**config.mk**
```make
export PLATFORM = sky130hd
export DESIGN_NAME = multi_joint_servo_motion_sequencer_top
export DESIGN_NICKNAME = d
export VERILOG_FILES = /design/src/rtl/core/mjss_pkg.sv /design/src/rtl/core/mjss_ctrl.sv /design/src/rtl/core/mjss_dp.sv /design/src/rtl/core/multi_joint_servo_motion_sequencer_top.sv
export SDC_FILE = /design/constraint.sdc
export NUM_CORES = 2
export LEC_CHECK = 0
export BUFFER_PORTS_ARGS = -buffer_cell sky130_fd_sc_hd__buf_2
export CAP_MARGIN = 20
export CORE_MARGIN = 4
export CORE_UTILIZATION = 50
export CTS_CLUSTER_SIZE = 8
export DETAILED_ROUTE_END_ITERATION = 10
export GPL_TIMING_DRIVEN = 0
export PLACE_DENSITY = 0.66
export SLEW_MARGIN = 20
export SYNTH_ARGS = -nofsm -noshare
export SYNTH_HDL_FRONTEND = slang
export SYNTH_SLANG_ARGS = --single-unit
export TNS_END_PERCENT = 100
```
**constraint.sdc**
```tcl
create_clock -name clk -period 18.16 [get_ports clk]
set_input_delay 3.632 -clock clk [delete_from_list [all_inputs] [get_ports clk]]
set_output_delay 3.632 -clock clk [all_outputs]
set_load 0.03 [all_outputs]
```
**src/rtl/core/mjss_pkg.sv**
```systemverilog
package mjss_pkg;

    localparam int NREG        = 6;
    localparam int JW          = 3;
    localparam int AW          = 8;
    localparam int DEF_JOINTS  = 6;
    localparam int DEF_BASE    = 20;
    localparam int DEF_ALLSPD  = 5;
    localparam int SPEED_MAX   = 10;
    localparam int DIV_STEPS   = 16;
    localparam logic [31:0] SETUP_RST = 32'h055A_B400;
    localparam logic [AW-1:0] HOME_RST = 8'd90;

    typedef enum logic [2:0] {
        CMD_TICK  = 3'd0,
        CMD_MOVE1 = 3'd1,
        CMD_MOVEA = 3'd2,
        CMD_HOME  = 3'd3,
        CMD_INIT  = 3'd4,
        CMD_QUERY = 3'd5
    } cmd_t;

    typedef enum logic [2:0] {
        K_UPDATE = 3'd0,
        K_ACCEPT = 3'd1,
        K_REJECT = 3'd2,
        K_DONE   = 3'd3,
        K_REPORT = 3'd4
    } kind_t;

    typedef enum logic [1:0] {
        MODE_IDLE    = 2'd0,
        MODE_ONE     = 2'd1,
        MODE_HOMEALL = 2'd2,
        MODE_ALL     = 2'd3
    } mode_t;

    typedef enum logic [3:0] {
        S_IDLE, S_DISP, S_ONE_STEP, S_ALL_INC, S_DIV_LOAD, S_DIV_RUN,
        S_ALL_EMIT, S_ALL_FIN, S_INIT, S_DONE_ITEM, S_DONE_ACT, S_DONE_ZERO
    } state_t;

    typedef enum logic [3:0] {
        OP_NONE, OP_LATCH, OP_TICK, OP_START_ONE, OP_START_ALL, OP_START_HOME,
        OP_ONE_STEP, OP_ALL_INC, OP_DIV_LOAD, OP_DIV_RUN, OP_ALL_EMIT,
        OP_ALL_FIN, OP_IDX_CLR, OP_INIT_J
    } op_t;

    typedef enum logic [3:0] {
        EM_NONE, EM_REJECT, EM_ACC_ITEM, EM_ACC_ZERO, EM_DONE_ITEM,
        EM_DONE_ACTIVE, EM_DONE_ZERO, EM_UPD_ONE, EM_UPD_ALL, EM_UPD_INIT,
        EM_REPORT
    } em_t;

    typedef struct packed {
        op_t  op;
        em_t  em;
        logic busy;
        logic last;
    } ctl_t;

    typedef struct packed {
        logic [2:0] cmd;
        logic       all_joints;
        mode_t      mode;
        logic       jvalid;
        logic       one_zero;
        logic       mx_zero;
        logic       home_found;
        logic       tick_fire;
        logic       step_done;
        logic       next_found;
        logic       idx_last;
        logic       all_fin;
        logic       div_last;
        logic       slot;
    } sts_t;

    function automatic logic [AW-1:0] f_min(input logic [31:0] r);
        return r[7:0];
    endfunction

    function automatic logic [AW-1:0] f_max(input logic [31:0] r);
        return r[15:8];
    endfunction

    function automatic logic [AW-1:0] f_home(input logic [31:0] r);
        return r[23:16];
    endfunction

    function automatic logic [3:0] f_speed(input logic [31:0] r);
        return r[27:24];
    endfunction

    function automatic logic [3:0] f_chan(input logic [31:0] r);
        return r[31:28];
    endfunction

    function automatic logic [AW-1:0] clamp(input logic [AW-1:0] a,
                                            input logic [31:0] r);
        logic [AW-1:0] res;
        res = a;
        if (a < f_min(r))
            res = f_min(r);
        else if (a > f_max(r))
            res = f_max(r);
        return res;
    endfunction

    // Period floor of one tick.
    function automatic logic [4:0] per_of(input int q);
        logic [4:0] p;
        p = 5'(q);
        if (q == 0)
            p = 5'd1;
        return p;
    endfunction

endpackage

```
**src/rtl/core/mjss_ctrl.sv**
```systemverilog
module mjss_ctrl
    import mjss_pkg::*;
(
    input  logic clk,
    input  logic rst_n,
    input  logic item_valid,
    output logic item_ready,
    input  sts_t sts,
    output ctl_t ctl
);

    state_t state_reg, state_next;

    always_ff @(posedge clk or negedge rst_n)
    begin
        if (!rst_n)
            state_reg <= S_IDLE;
        else
            state_reg <= state_next;
    end

    always_comb
    begin
        state_next = state_reg;
        ctl        = '{op: OP_NONE, em: EM_NONE, busy: 1'b0, last: 1'b0};
        item_ready = 1'b0;
        case (state_reg)
            S_IDLE:
            begin
                item_ready = 1'b1;
                if (item_valid)
                begin
                    ctl.op     = OP_LATCH;
                    state_next = S_DISP;
                end
            end
            S_DISP:
            begin
                if (sts.cmd == CMD_TICK)
                begin
                    if (sts.mode == MODE_IDLE)
                        state_next = S_IDLE;
                    else
                    begin
                        ctl.op = OP_TICK;
                        if (!sts.tick_fire)
                            state_next = S_IDLE;
                        else if (sts.mode == MODE_ALL)
                            state_next = S_ALL_INC;
                        else
                            state_next = S_ONE_STEP;
                    end
                end
                else if (sts.cmd > CMD_QUERY)
                    state_next = S_IDLE;
                else if (sts.cmd == CMD_INIT && sts.mode == MODE_IDLE)
                begin
                    ctl.op     = OP_IDX_CLR;
                    state_next = S_INIT;
                end
                else if (sts.slot)
                begin
                    if (sts.mode != MODE_IDLE)
                    begin
                        ctl.em     = EM_REJECT;
                        ctl.busy   = 1'b1;
                        ctl.last   = 1'b1;
                        state_next = S_IDLE;
                    end
                    else if (sts.cmd == CMD_MOVE1 ||
                             (sts.cmd == CMD_HOME && !sts.all_joints))
                    begin
                        ctl.op = OP_START_ONE;
                        ctl.em = EM_ACC_ITEM;
                        if (!sts.jvalid || sts.one_zero)
                            state_next = S_DONE_ITEM;
                        else
                        begin
                            ctl.busy   = 1'b1;
                            ctl.last   = 1'b1;
                            state_next = S_IDLE;
                        end
                    end
                    else if (sts.cmd == CMD_MOVEA)
                    begin
                        ctl.op     = OP_START_ALL;
                        ctl.em     = EM_ACC_ZERO;
                        ctl.busy   = !sts.mx_zero;
                        ctl.last   = !sts.mx_zero;
                        state_next = sts.mx_zero ? S_DONE_ZERO : S_IDLE;
                    end
                    else if (sts.cmd == CMD_HOME)
                    begin
                        ctl.op     = OP_START_HOME;
                        ctl.em     = EM_ACC_ZERO;
                        ctl.busy   = sts.home_found;
                        ctl.last   = sts.home_found;
                        state_next = sts.home_found ? S_IDLE : S_DONE_ZERO;
                    end
                    else
                    begin
                        ctl.em     = EM_REPORT;
                        ctl.last   = 1'b1;
                        state_next = S_IDLE;
                    end
                end
            end
            S_ONE_STEP:
            begin
                if (sts.slot)
                begin
                    ctl.op   = OP_ONE_STEP;
                    ctl.em   = EM_UPD_ONE;
                    ctl.busy = 1'b1;
                    ctl.last = !sts.step_done ||
                               (sts.mode == MODE_HOMEALL && sts.next_found);
                    if (ctl.last)
                        state_next = S_IDLE;
                    else if (sts.mode == MODE_HOMEALL)
                        state_next = S_DONE_ZERO;
                    else
                        state_next = S_DONE_ACT;
                end
            end
            S_ALL_INC:
            begin
                ctl.op     = OP_ALL_INC;
                state_next = S_DIV_LOAD;
            end
            S_DIV_LOAD:
            begin
                ctl.op     = OP_DIV_LOAD;
                state_next = S_DIV_RUN;
            end
            S_DIV_RUN:
            begin
                ctl.op = OP_DIV_RUN;
                if (sts.div_last)
                    state_next = S_ALL_EMIT;
            end
            S_ALL_EMIT:
            begin
                if (sts.slot)
                begin
                    ctl.op   = OP_ALL_EMIT;
                    ctl.em   = EM_UPD_ALL;
                    ctl.busy = 1'b1;
                    ctl.last = sts.idx_last && !sts.all_fin;
                    if (!sts.idx_last)
                        state_next = S_DIV_LOAD;
                    else if (sts.all_fin)
                        state_next = S_ALL_FIN;
                    else
                        state_next = S_IDLE;
                end
            end
            S_ALL_FIN:
            begin
                if (sts.slot)
                begin
                    ctl.op     = OP_ALL_FIN;
                    ctl.em     = EM_DONE_ZERO;
                    ctl.last   = 1'b1;
                    state_next = S_IDLE;
                end
            end
            S_INIT:
            begin
                if (sts.slot)
                begin
                    ctl.op = OP_INIT_J;
                    ctl.em = EM_UPD_INIT;
                    if (sts.idx_last)
                        state_next = S_DONE_ZERO;
                end
            end
            S_DONE_ITEM:
            begin
                if (sts.slot)
                begin
                    ctl.em     = EM_DONE_ITEM;
                    ctl.last   = 1'b1;
                    state_next = S_IDLE;
                end
            end
            S_DONE_ACT:
            begin
                if (sts.slot)
                begin
                    ctl.em     = EM_DONE_ACTIVE;
                    ctl.last   = 1'b1;
                    state_next = S_IDLE;
                end
            end
            S_DONE_ZERO:
            begin
                if (sts.slot)
                begin
                    ctl.em     = EM_DONE_ZERO;
                    ctl.last   = 1'b1;
                    state_next = S_IDLE;
                end
            end
            default:
                state_next = S_IDLE;
        endcase
    end

endmodule

```
**src/rtl/core/mjss_dp.sv**
```systemverilog
module mjss_dp
    import mjss_pkg::*;
#(
    parameter int JOINTS      = DEF_JOINTS,
    parameter int BASE_PERIOD = DEF_BASE,
    parameter int ALL_SPEED   = DEF_ALLSPD
)
(
    input  logic          clk,
    input  logic          rst_n,
    input  logic          cfg_we,
    input  logic [2:0]    cfg_idx,
    input  logic [31:0]   cfg_data,
    input  logic [2:0]    cmd,
    input  logic [JW-1:0] joint,
    input  logic          all_joints,
    input  logic [AW-1:0] target,
    input  logic [AW-1:0] angle_in [NREG],
    input  ctl_t          ctl,
    output sts_t          sts,
    output logic          res_valid,
    input  logic          res_ready,
    output logic [2:0]    kind,
    output logic [3:0]    channel,
    output logic [JW-1:0] joint_out,
    output logic [AW-1:0] angle_out,
    output logic          busy_res,
    output logic          last
);

    localparam logic [4:0] ALL_PER = per_of(BASE_PERIOD / ALL_SPEED);

    logic [31:0]    setup_reg [NREG];
    logic [AW-1:0]  stored_reg [NREG];
    logic [AW-1:0]  goal_reg [NREG];
    logic [AW-1:0]  moving_reg;
    mode_t          mode_reg;
    logic [JW-1:0]  active_reg;
    logic [AW-1:0]  step_idx_reg;
    logic [AW-1:0]  step_tot_reg;
    logic [4:0]     tick_reg;
    logic [JW-1:0]  idx_reg;

    logic [2:0]     it_cmd_reg;
    logic [JW-1:0]  it_j_reg;
    logic           it_all_reg;
    logic [AW-1:0]  it_tgt_reg;
    logic [AW-1:0]  it_ang_reg [NREG];

    logic [15:0]    div_q_reg;
    logic [8:0]     div_r_reg;
    logic [4:0]     div_cnt_reg;
    logic           div_neg_reg;

    logic           rv_reg;
    logic [2:0]     kind_reg;
    logic [3:0]     chan_reg;
    logic [JW-1:0]  jo_reg;
    logic [AW-1:0]  ao_reg;
    logic           busy_reg;
    logic           last_reg;

    logic           jvalid;
    logic [JW-1:0]  jv;
    logic [AW-1:0]  tgt_one;
    logic [AW-1:0]  g_one;
    logic [AW-1:0]  g_all [NREG];
    logic [AW-1:0]  g_home [NREG];
    logic [AW-1:0]  delta;
    logic [AW-1:0]  mx;
    logic           home_found;
    logic [JW-1:0]  home_nx;
    logic           next_found;
    logic [JW-1:0]  next_nx;
    logic [3:0]     spd;
    logic [4:0]     per;
    logic [4:0]     tick_inc;
    logic [AW-1:0]  mv_next;
    logic [AW-1:0]  m_div;
    logic [AW-1:0]  mag;
    logic [8:0]     r_sh;
    logic           ge;
    logic [AW-1:0]  v_all;
    logic           slot;
    logic           emit;
    logic [2:0]     e_kind;
    logic [3:0]     e_chan;
    logic [JW-1:0]  e_j;
    logic [AW-1:0]  e_ang;

    // Item decode and candidate goals.
    always_comb
    begin
        jvalid  = 32'(it_j_reg) < JOINTS;
        jv      = jvalid ? it_j_reg : '0;
        tgt_one = (it_cmd_reg == CMD_MOVE1) ? it_tgt_reg : f_home(setup_reg[jv]);
        g_one   = clamp(tgt_one, setup_reg[jv]);
        mx      = '0;
        delta   = '0;
        home_found = 1'b0;
        home_nx = '0;
        next_found = 1'b0;
        next_nx = '0;
        for (int i = 0; i < NREG; i++)
        begin
            g_all[i]  = clamp(it_ang_reg[i], setup_reg[i]);
            g_home[i] = clamp(f_home(setup_reg[i]), setup_reg[i]);
        end
        for (int i = 0; i < JOINTS; i++)
        begin
            delta = (g_all[i] > stored_reg[i]) ? g_all[i] - stored_reg[i]
                                               : stored_reg[i] - g_all[i];
            if (delta > mx)
                mx = delta;
            if (!home_found && g_home[i] != stored_reg[i])
            begin
                home_found = 1'b1;
                home_nx    = JW'(i);
            end
            if (!next_found && JW'(i) > active_reg && goal_reg[i] != stored_reg[i])
            begin
                next_found = 1'b1;
                next_nx    = JW'(i);
            end
        end
    end

    // Step period.
    always_comb
    begin
        spd = f_speed(setup_reg[active_reg]);
        case (spd)
            4'd0, 4'd1: per = per_of(BASE_PERIOD / 1);
            4'd2:       per = per_of(BASE_PERIOD / 2);
            4'd3:       per = per_of(BASE_PERIOD / 3);
            4'd4:       per = per_of(BASE_PERIOD / 4);
            4'd5:       per = per_of(BASE_PERIOD / 5);
            4'd6:       per = per_of(BASE_PERIOD / 6);
            4'd7:       per = per_of(BASE_PERIOD / 7);
            4'd8:       per = per_of(BASE_PERIOD / 8);
            4'd9:       per = per_of(BASE_PERIOD / 9);
            default:    per = per_of(BASE_PERIOD / SPEED_MAX);
        endcase
        if (mode_reg == MODE_ALL)
            per = ALL_PER;
        tick_inc = tick_reg + 5'd1;
    end

    always_comb
    begin
        mv_next = moving_reg;
        if (goal_reg[active_reg] > moving_reg)
            mv_next = moving_reg + 8'd1;
        else if (goal_reg[active_reg] < moving_reg)
            mv_next = moving_reg - 8'd1;
        m_div = (step_tot_reg == '0) ? 8'd1 : step_tot_reg;
        mag   = (goal_reg[idx_reg] < stored_reg[idx_reg])
              ? stored_reg[idx_reg] - goal_reg[idx_reg]
              : goal_reg[idx_reg] - stored_reg[idx_reg];
        r_sh  = {div_r_reg[7:0], div_q_reg[15]};
        ge    = r_sh >= {1'b0, m_div};
        v_all = div_neg_reg ? stored_reg[idx_reg] - div_q_reg[7:0]
                            : stored_reg[idx_reg] + div_q_reg[7:0];
    end

    assign slot = !rv_reg || res_ready;
    assign emit = ctl.em != EM_NONE;

    always_comb
    begin
        sts.cmd        = it_cmd_reg;
        sts.all_joints = it_all_reg;
        sts.mode       = mode_reg;
        sts.jvalid     = jvalid;
        sts.one_zero   = g_one == stored_reg[jv];
        sts.mx_zero    = mx == '0;
        sts.home_found = home_found;
        sts.tick_fire  = tick_inc >= per;
        sts.step_done  = mv_next == goal_reg[active_reg];
        sts.next_found = next_found;
        sts.idx_last   = 32'(idx_reg) == JOINTS - 1;
        sts.all_fin    = step_idx_reg >= step_tot_reg;
        sts.div_last   = div_cnt_reg == 5'd1;
        sts.slot       = slot;
    end

    // Result field select.
    always_comb
    begin
        e_kind = K_DONE;
        e_chan = '0;
        e_j    = '0;
        e_ang  = '0;
        case (ctl.em)
            EM_REJECT:
            begin
                e_kind = K_REJECT;
                e_j    = it_j_reg;
            end
            EM_ACC_ITEM:
            begin
                e_kind = K_ACCEPT;
                e_j    = it_j_reg;
                e_ang  = jvalid ? g_one : '0;
            end
            EM_ACC_ZERO:
                e_kind = K_ACCEPT;
            EM_DONE_ITEM:
            begin
                e_j   = it_j_reg;
                e_ang = jvalid ? goal_reg[jv] : '0;
            end
            EM_DONE_ACTIVE:
            begin
                e_j   = active_reg;
                e_ang = goal_reg[active_reg];
            end
            EM_UPD_ONE:
            begin
                e_kind = K_UPDATE;
                e_chan = f_chan(setup_reg[active_reg]);
                e_j    = active_reg;
                e_ang  = mv_next;
            end
            EM_UPD_ALL:
            begin
                e_kind = K_UPDATE;
                e_chan = f_chan(setup_reg[idx_reg]);
                e_j    = idx_reg;
                e_ang  = v_all;
            end
            EM_UPD_INIT:
            begin
                e_kind = K_UPDATE;
                e_chan = f_chan(setup_reg[idx_reg]);
                e_j    = idx_reg;
                e_ang  = f_home(setup_reg[idx_reg]);
            end
            EM_REPORT:
            begin
                e_kind = K_REPORT;
                e_j    = it_j_reg;
                e_ang  = jvalid ? stored_reg[jv] : '0;
            end
            default:
                e_kind = K_DONE;
        endcase
    end

    // Output register.
    always_ff @(posedge clk or negedge rst_n)
    begin
        if (!rst_n)
            rv_reg <= 1'b0;
        else if (emit)
            rv_reg <= 1'b1;
        else if (res_ready)
            rv_reg <= 1'b0;
    end

    always_ff @(posedge clk)
    begin
        if (emit)
        begin
            kind_reg <= e_kind;
            chan_reg <= e_chan;
            jo_reg   <= e_j;
            ao_reg   <= e_ang;
            busy_reg <= ctl.busy;
            last_reg <= ctl.last;
        end
    end

    // Item capture and divider.
    always_ff @(posedge clk)
    begin
        if (ctl.op == OP_LATCH)
        begin
            it_cmd_reg <= cmd;
            it_j_reg   <= joint;
            it_all_reg <= all_joints;
            it_tgt_reg <= target;
            it_ang_reg <= angle_in;
        end
        if (ctl.op == OP_DIV_LOAD)
        begin
            div_q_reg   <= step_idx_reg * mag;
            div_r_reg   <= '0;
            div_cnt_reg <= 5'(DIV_STEPS);
            div_neg_reg <= goal_reg[idx_reg] < stored_reg[idx_reg];
        end
        else if (ctl.op == OP_DIV_RUN)
        begin
            div_q_reg   <= {div_q_reg[14:0], ge};
            div_r_reg   <= ge ? r_sh - {1'b0, m_div} : r_sh;
            div_cnt_reg <= div_cnt_reg - 5'd1;
        end
    end

    // Motion state.
    always_ff @(posedge clk or negedge rst_n)
    begin
        if (!rst_n)
        begin
            for (int i = 0; i < NREG; i++)
            begin
                setup_reg[i]  <= SETUP_RST | (32'(i) << 28);
                stored_reg[i] <= HOME_RST;
                goal_reg[i]   <= '0;
            end
            moving_reg   <= '0;
            mode_reg     <= MODE_IDLE;
            active_reg   <= '0;
            step_idx_reg <= '0;
            step_tot_reg <= '0;
            tick_reg     <= '0;
            idx_reg      <= '0;
        end
        else
        begin
            if (cfg_we && 32'(cfg_idx) < NREG)
                setup_reg[cfg_idx] <= cfg_data;
            case (ctl.op)
                OP_TICK:
                    tick_reg <= (tick_inc >= per) ? 5'd0 : tick_inc;
                OP_START_ONE:
                begin
                    if (jvalid)
                    begin
                        goal_reg[jv] <= g_one;
                        if (g_one != stored_reg[jv])
                        begin
                            mode_reg   <= MODE_ONE;
                            active_reg <= jv;
                            moving_reg <= stored_reg[jv];
                            tick_reg   <= '0;
                        end
                    end
                end
                OP_START_ALL:
                begin
                    goal_reg <= g_all;
                    if (mx != '0)
                    begin
                        mode_reg     <= MODE_ALL;
                        step_idx_reg <= '0;
                        step_tot_reg <= mx;
                        tick_reg     <= '0;
                    end
                end
                OP_START_HOME:
                begin
                    goal_reg <= g_home;
                    if (home_found)
                    begin
                        mode_reg   <= MODE_HOMEALL;
                        active_reg <= home_nx;
                        moving_reg <= stored_reg[home_nx];
                        tick_reg   <= '0;
                    end
                end
                OP_ONE_STEP:
                begin
                    moving_reg <= mv_next;
                    if (mv_next == goal_reg[active_reg])
                    begin
                        stored_reg[active_reg] <= goal_reg[active_reg];
                        if (mode_reg == MODE_HOMEALL && next_found)
                        begin
                            active_reg <= next_nx;
                            moving_reg <= stored_reg[next_nx];
                            tick_reg   <= '0;
                        end
                        else
                            mode_reg <= MODE_IDLE;
                    end
                end
                OP_ALL_INC:
                begin
                    step_idx_reg <= step_idx_reg + 8'd1;
                    idx_reg      <= '0;
                end
                OP_ALL_EMIT:
                    idx_reg <= idx_reg + 3'd1;
                OP_ALL_FIN:
                begin
                    stored_reg <= goal_reg;
                    mode_reg   <= MODE_IDLE;
                end
                OP_IDX_CLR:
                    idx_reg <= '0;
                OP_INIT_J:
                begin
                    stored_reg[idx_reg] <= f_home(setup_reg[idx_reg]);
                    idx_reg             <= idx_reg + 3'd1;
                end
                default:
                    idx_reg <= idx_reg;
            endcase
        end
    end

    assign res_valid = rv_reg;
    assign kind      = kind_reg;
    assign channel   = chan_reg;
    assign joint_out = jo_reg;
    assign angle_out = ao_reg;
    assign busy_res  = busy_reg;
    assign last      = last_reg;

endmodule

```
**src/rtl/core/multi_joint_servo_motion_sequencer_top.sv**
```systemverilog
// An item is taken in idle and decoded in the next cycle; its first result enters the output
// register from the decode state, or from the init or step state for init and single-joint steps.
// Later results follow one a cycle while the receiver keeps up, except move-all updates: each
// move-all step loads and runs one restoring division per joint before that joint's update.
// One item at a time; reset (rst_n, async, active low) restores setup, home angles, idle.
module multi_joint_servo_motion_sequencer_top
    import mjss_pkg::*;
#(
    parameter int JOINTS      = DEF_JOINTS,
    parameter int BASE_PERIOD = DEF_BASE,
    parameter int ALL_SPEED   = DEF_ALLSPD
)
(
    input  logic          clk,
    input  logic          rst_n,
    // configuration write port
    input  logic          cfg_we,
    input  logic [2:0]    cfg_idx,
    input  logic [31:0]   cfg_data,
    // command item channel
    input  logic          item_valid,
    output logic          item_ready,
    input  logic [2:0]    cmd,
    input  logic [JW-1:0] joint,
    input  logic          all_joints,
    input  logic [AW-1:0] target,
    input  logic [AW-1:0] angle_0,
    input  logic [AW-1:0] angle_1,
    input  logic [AW-1:0] angle_2,
    input  logic [AW-1:0] angle_3,
    input  logic [AW-1:0] angle_4,
    input  logic [AW-1:0] angle_5,
    // result item channel
    output logic          res_valid,
    input  logic          res_ready,
    output logic [2:0]    kind,
    output logic [3:0]    channel,
    output logic [JW-1:0] joint_out,
    output logic [AW-1:0] angle_out,
    output logic          busy_res,
    output logic          last
);

    // Controller and datapath talk only through these two bundles.
    ctl_t          ctl;
    sts_t          sts;
    logic [AW-1:0] angle_in [NREG];

    // Gather the move-all targets into one array for the datapath.
    assign angle_in[0] = angle_0;
    assign angle_in[1] = angle_1;
    assign angle_in[2] = angle_2;
    assign angle_in[3] = angle_3;
    assign angle_in[4] = angle_4;
    assign angle_in[5] = angle_5;

    // Sequencer: takes an item in idle, then walks through its result items,
    // holding whenever the output register is still full.
    mjss_ctrl u_ctrl (
        .clk        (clk),
        .rst_n      (rst_n),
        .item_valid (item_valid),
        .item_ready (item_ready),
        .sts        (sts),
        .ctl        (ctl)
    );

    // Datapath: setup registers, joint angles, tick counter, divider and
    // the output register that parts the result side from the sequencer.
    mjss_dp #(
        .JOINTS      (JOINTS),
        .BASE_PERIOD (BASE_PERIOD),
        .ALL_SPEED   (ALL_SPEED)
    ) u_dp (
        .clk        (clk),
        .rst_n      (rst_n),
        .cfg_we     (cfg_we),
        .cfg_idx    (cfg_idx),
        .cfg_data   (cfg_data),
        .cmd        (cmd),
        .joint      (joint),
        .all_joints (all_joints),
        .target     (target),
        .angle_in   (angle_in),
        .ctl        (ctl),
        .sts        (sts),
        .res_valid  (res_valid),
        .res_ready  (res_ready),
        .kind       (kind),
        .channel    (channel),
        .joint_out  (joint_out),
        .angle_out  (angle_out),
        .busy_res   (busy_res),
        .last       (last)
    );

endmodule

```
-- Word-level counts from Yosys, hierarchy flattened
Memories as Yosys holds them, arrays and structs flattened.
Index checks and enable logic that the tools add are counted.
- register bits: 443
- output and inout port bits: 22
- ROM bits: 80
- input bits: 103
- memories kept: 1
- logic and storage cells: 509
- memories (memory ; depth ; bits a word ; rd ports ; clocked after Yosys merged registers in ; wr ports ; RTL line ; RTL):
    (name not given) ; 16 ; 5 ; 1 ; 0 ; 0 ; mjss_dp.sv:132 ; case (spd)
- multipliers: 1
- add/subtract/negate cells: 23
- order comparisons: 63
- reduce and logical (&&, ||, !) cells: 79
- mux-type cells: 218
- equality and inequality tests: 71
- bitwise logic cells: 6
- operators with widths (kind ; number):
    two-way mux 8 bit ; 73
    binary-select mux 32 bit (select 3 bit) ; 3
    case mux 48 bit (3 select lines) ; 2
    greater-than comparator 8 bit ; 25
    bitwise mux 192 bit ; 1
    binary-select mux 8 bit (select 3 bit) ; 7
    two-way mux 32 bit ; 5
    bitwise mux 48 bit ; 3
    subtractor 8 bit ; 16
    less-than comparator 8 bit ; 15
    two-way mux 10 bit ; 11
    inequality test 8 bit ; 13
    two-way mux 4 bit ; 25
    demux 32 bit (select 3 bit) ; 1
    two-way mux 48 bit ; 2
    demux 8 bit (select 3 bit) ; 3
    case mux 4 bit (9 select lines) ; 2
    case mux 8 bit (7 select lines) ; 1
    == test 4 bit, second input constant ; 13
    two-way mux 24 bit ; 2
    two-way mux 3 bit ; 16
    == test 4 x 3 -> 1 bit, second input constant ; 11
    two-way mux 5 bit ; 8
    two-way mux 16 bit ; 2
    other kinds (65) ; 201

-- Logic depth before layout (Yosys ltp)
- depth in word-level cells: 38
- gate-level depth with buffers: 76

-- Hierarchy
Synthesis repeated with hierarchy kept, for this count alone.
- cell total of the unflattened synthesis: 4871
- area, all modules: 42774.8 um^2
- modules (own cells, without submodules) (module ; area each (um^2) ; cells each ; instances):
    mjss_dp ; 41876.4 ; 4727 ; 1
    mjss_ctrl ; 898.4 ; 144 ; 1

-- Worst setup path after synthesis
Ideal clock, no wire load.
- path kind: flip-flop to flip-flop
- start: register u_dp.setup_reg[129] in the netlist's numbering
- end: register u_dp.tick_reg[0]
- slack: 4565 ps
- stages on the path, launching flop included: 63
- clock period less this slack: 13595 ps
- buffers on the path: 6
- data required time: 18032 ps
- arrival time: 13467 ps
- cells stage by stage: dfrtp_1 inv_1 ha_1 a21o_1 a21o_1 a21o_1 a21o_1 a21o_1 a21o_1 a21oi_1 clkbuf_1 a21oi_1 ha_1 fa_1 nand3b_1 a21oi_2 o22ai_1 a2111oi_2 (+27 left out) and4_1 a311o_1 a21o_1 a31oi_2 o21ai_0 ha_1 o21a_1 o21a_1 o21ai_0 nand3b_1 and2_1 buf_1 clkbuf_1 and2_1 a311oi_2 nand3_2 nand3b_4 mux2_1
- word-level cells in the longest chain between the ends: 19
- ends and longest elaborated chain (what ; RTL line ; RTL):
    start, declared ; mjss_dp.sv:33 ; logic [31:0] setup_reg [NREG];
    start signal, assigned by index ; mjss_dp.sv:307 ; setup_reg[i] <= SETUP_RST | (32'(i) << 28);
    start signal, assigned by index ; mjss_dp.sv:322 ; setup_reg[cfg_idx] <= cfg_data;
    branches (longest 18 deep; another with less-than comparator 8 bit) ; - ;
    AND reduction 7 bit (no line) (*) ; - ;
    end signal, assigned ; mjss_dp.sv:325 ; tick_reg <= (tick_inc >= per) ? 5'd0 : tick_inc;
    end, declared ; mjss_dp.sv:41 ; logic [4:0] tick_reg;
Mark *: on every way between the ends. The select of a mux whose other input is x is not followed.
A chain may end at the register's enable or synchronous reset.

-- Worst setup path after layout
- start: register u_dp.setup_reg[129] in the netlist's numbering
- end: register u_dp.tick_reg[4]
Same word-level chain as after synthesis.

==> out/qor.yml <==
synth.distinct_cells: 108
synthesis.area_mm2: 0.0431
utilization_pct: 55.8
io_pins: 125
ys_seq_area_share_pct: 27.0
gp_congestion: 1.14
ant_nets: 0
start_util_pct: 50.5
h-tree-depth: 3
globalRouteOverflowTotal: 0
dp_slack_ns: 0.223
die_x_um: 302
fmax_mhz: 57.8
clock_sinks: 443
antenna_found_initial: 9
reg2reg_to: "u_dp.tick_reg[4]"
coreArea_mm2: 0.0853
regArea_mm2: 0.0116
synthFlopType: "dfrtp_1"
crit_path_max_incr_delay_ns: 0.55
tightest_slew_ns: 1.38
drt-total-wl_um: 213000
fp.dieH_um: 302
worstSetupEndpointType: "flop"
mostFrequentLayoutCell: "nand2_1"
yosysTopAreaCellShare_pct: 13.9
setup_slack_ns: 0.844
hold_viol: 0
setup_viol: 0
cp.arrival_ns: 17.84
synth_top_cell_by_area: "dfrtp_1"
grt_max_degree: 95
wire_per_inst_um: 33.0
layout-drive-gt1-share_pct: 12.2
grt_pass1_wl_um: 298000
vias_per_cell: 6.77
grtUsageTotal_pct: 45.7
drc: 0
ff2ff_setup_slack_ns: 0.84
clockBufferDepth: 3
max-cap-violations: 0
clk_latency_ns: 0.66
cts.hold.buffers_added: 0
largest_register_ffs: 192
multi_input_area_mm2: 0.0291
die_area_mm2: 0.0909
row_count: 107
critical_path_class: "reg2reg"
synth.avg_cell_area_um2: 8.55
synth-edff-count: 100
cts_tree: "done"
syn_nets: 5628
reg2reg_from: "u_dp.setup_reg[129]"
rsz0062_at_grt: "false"
hold_path.startpoint: "u_dp.div_r_reg[7]"
hold_depth: 2
critPathLaunchType: "flop"
min_to: "u_dp.div_r_reg[7]"
area_growth_pct: 10.5
layout_common_cells: "538 x nand2_1, 445 x a21oi_1, 430 x ha_1"
clock-root-buffer: "clkbuf_16"
cp_slowest_cell: "dfrtp_1"
slew_headroom_pct: 7.19
reg2reg_depth: 71
drtIter0Drc: 6527
ys_async_sr_fraction_pct: 74.5
synth_area_leaders: "dfrtp_1 14%, ha_1 12%, edfxtp_1 7.0%"
status: "complete, no violations"
skew_ns: 0.0205
fin_crit_sh_pct: 95.4
synth-seq-cells: 443
critical_path.max_fanout: 10
dpl.hpwl_um: 167000
maxSlewViolCount: 0
clkTransAtPathRegs_ns: 0.06
dr.pass1.iters: 10
hold_class: "reg2reg"
setup-tns-final_ns: 0
grt_pass1_vias: 40800
vias: 43700
fillers: 8001
ys_warn_count: 0
synthCells: 5043
holdWs_ns: 0.458
io_buffers: 124
layout.nets: 5836
required_ns: 18.68
fin_crit_ns: 17.32
cts_buffers: 67
layout make-up:
cell class	instances	share of cell area [%]
inverters	382	3.01
well taps	1144	3.01
multi-input cells	3943	61.1
repair buffers	139	1.83
plain buffers	275	2.33
diodes	6	0.0315
clock buffers	115	3.98
clock inverters	9	0.258
flip-flops and latches	443	24.4
cells in the mapped netlist (16+ instances only):
cell type  instances
a21oi_1          456
o21ai_0          324
mux4_2            43
or3_1             23
o22ai_1           91
o211ai_1          24
dfstp_2           91
nand3b_1          19
or2_2             17
ha_1             430
o21a_1            36
xor2_1           104
nor2b_1           65
nand3_1           66
o221ai_1          16
nand4_1           49
and3_1            48
nor4_1            29
a22oi_1           50
clkbuf_1         225
a221oi_1          79
dfrtp_1          239
a211oi_1          23
a21o_1            97
nand2_1          538
fa_1              52
inv_1            379
o21ai_1           21
mux2i_1          199
nand2b_1          57
mux2_2           151
buf_1             18
edfxtp_1         100
and2_1            44
a31oi_1           26
nor2_1           331
nor3_1            74
xnor2_1          115
buf_2             24
critical path, delay by kind of cell, from the launching register on:
kind | cells | cell delay [ns]
compound gates | 28 | 6.61
xor+xnor | 1 | 0.37
fa+ha+maj | 7 | 2.09
buf+inv | 10 | 2.73
flops | 1 | 0.55
mux | 4 | 1.06
simple gates | 21 | 3.78
per-layer routing:
metal / up-vias / global-route usage, % / part of all wire, %
met5: - / 0.216 / 0.030
met4: 10 / 26.9 / 7.5
met3: 808 / 18.7 / 14
met2: 3175 / 62.7 / 39
met1: 21100 / 59.9 / 39
li1: 18600 / - / -
timing repair:
item | CTS | global route
resized for setup | 0 | 17
setup buffers | 0 | 3
setup endpoints to repair | 0 | 28
kinds of logic after synthesis:
kind of cell / count (synthesis) / synth area share, %
and+or+nand+nor: 1399 / 15.2
adders and majority gates: 482 / 14.9
AOI/OAI and AO/OA: 1434 / 21.2
DFF: 443 / 27.0
xor gates and xnor gates: 222 / 4.61
muxes: 406 / 11.2
buffers and inverters: 657 / 5.90
worst max-delay path by stage:
stage,from,endpoint
after floorplan,u_dp.setup_reg[129],u_dp.tick_reg[0]
after global placement,u_dp.setup_reg[129],u_dp.tick_reg[0]
after detailed placement,u_dp.setup_reg[129],u_dp.tick_reg[4]
after CTS,u_dp.setup_reg[129],u_dp.tick_reg[4]
after global routing,u_dp.setup_reg[129],u_dp.step_tot_reg[0]
final,u_dp.setup_reg[129],u_dp.tick_reg[4]
stage by stage:
step,instances,cell area [µm²]
final,6456,47600
after global routing,6450,47600
after CTS,6446,47500
after detailed placement,6322,45400
after global placement,6311,45100
after floorplan,5043,43100
Power is left out: the tool's default activity adds up to more than one toggle a clock period on the data nets, which glitch-free logic cannot reach.
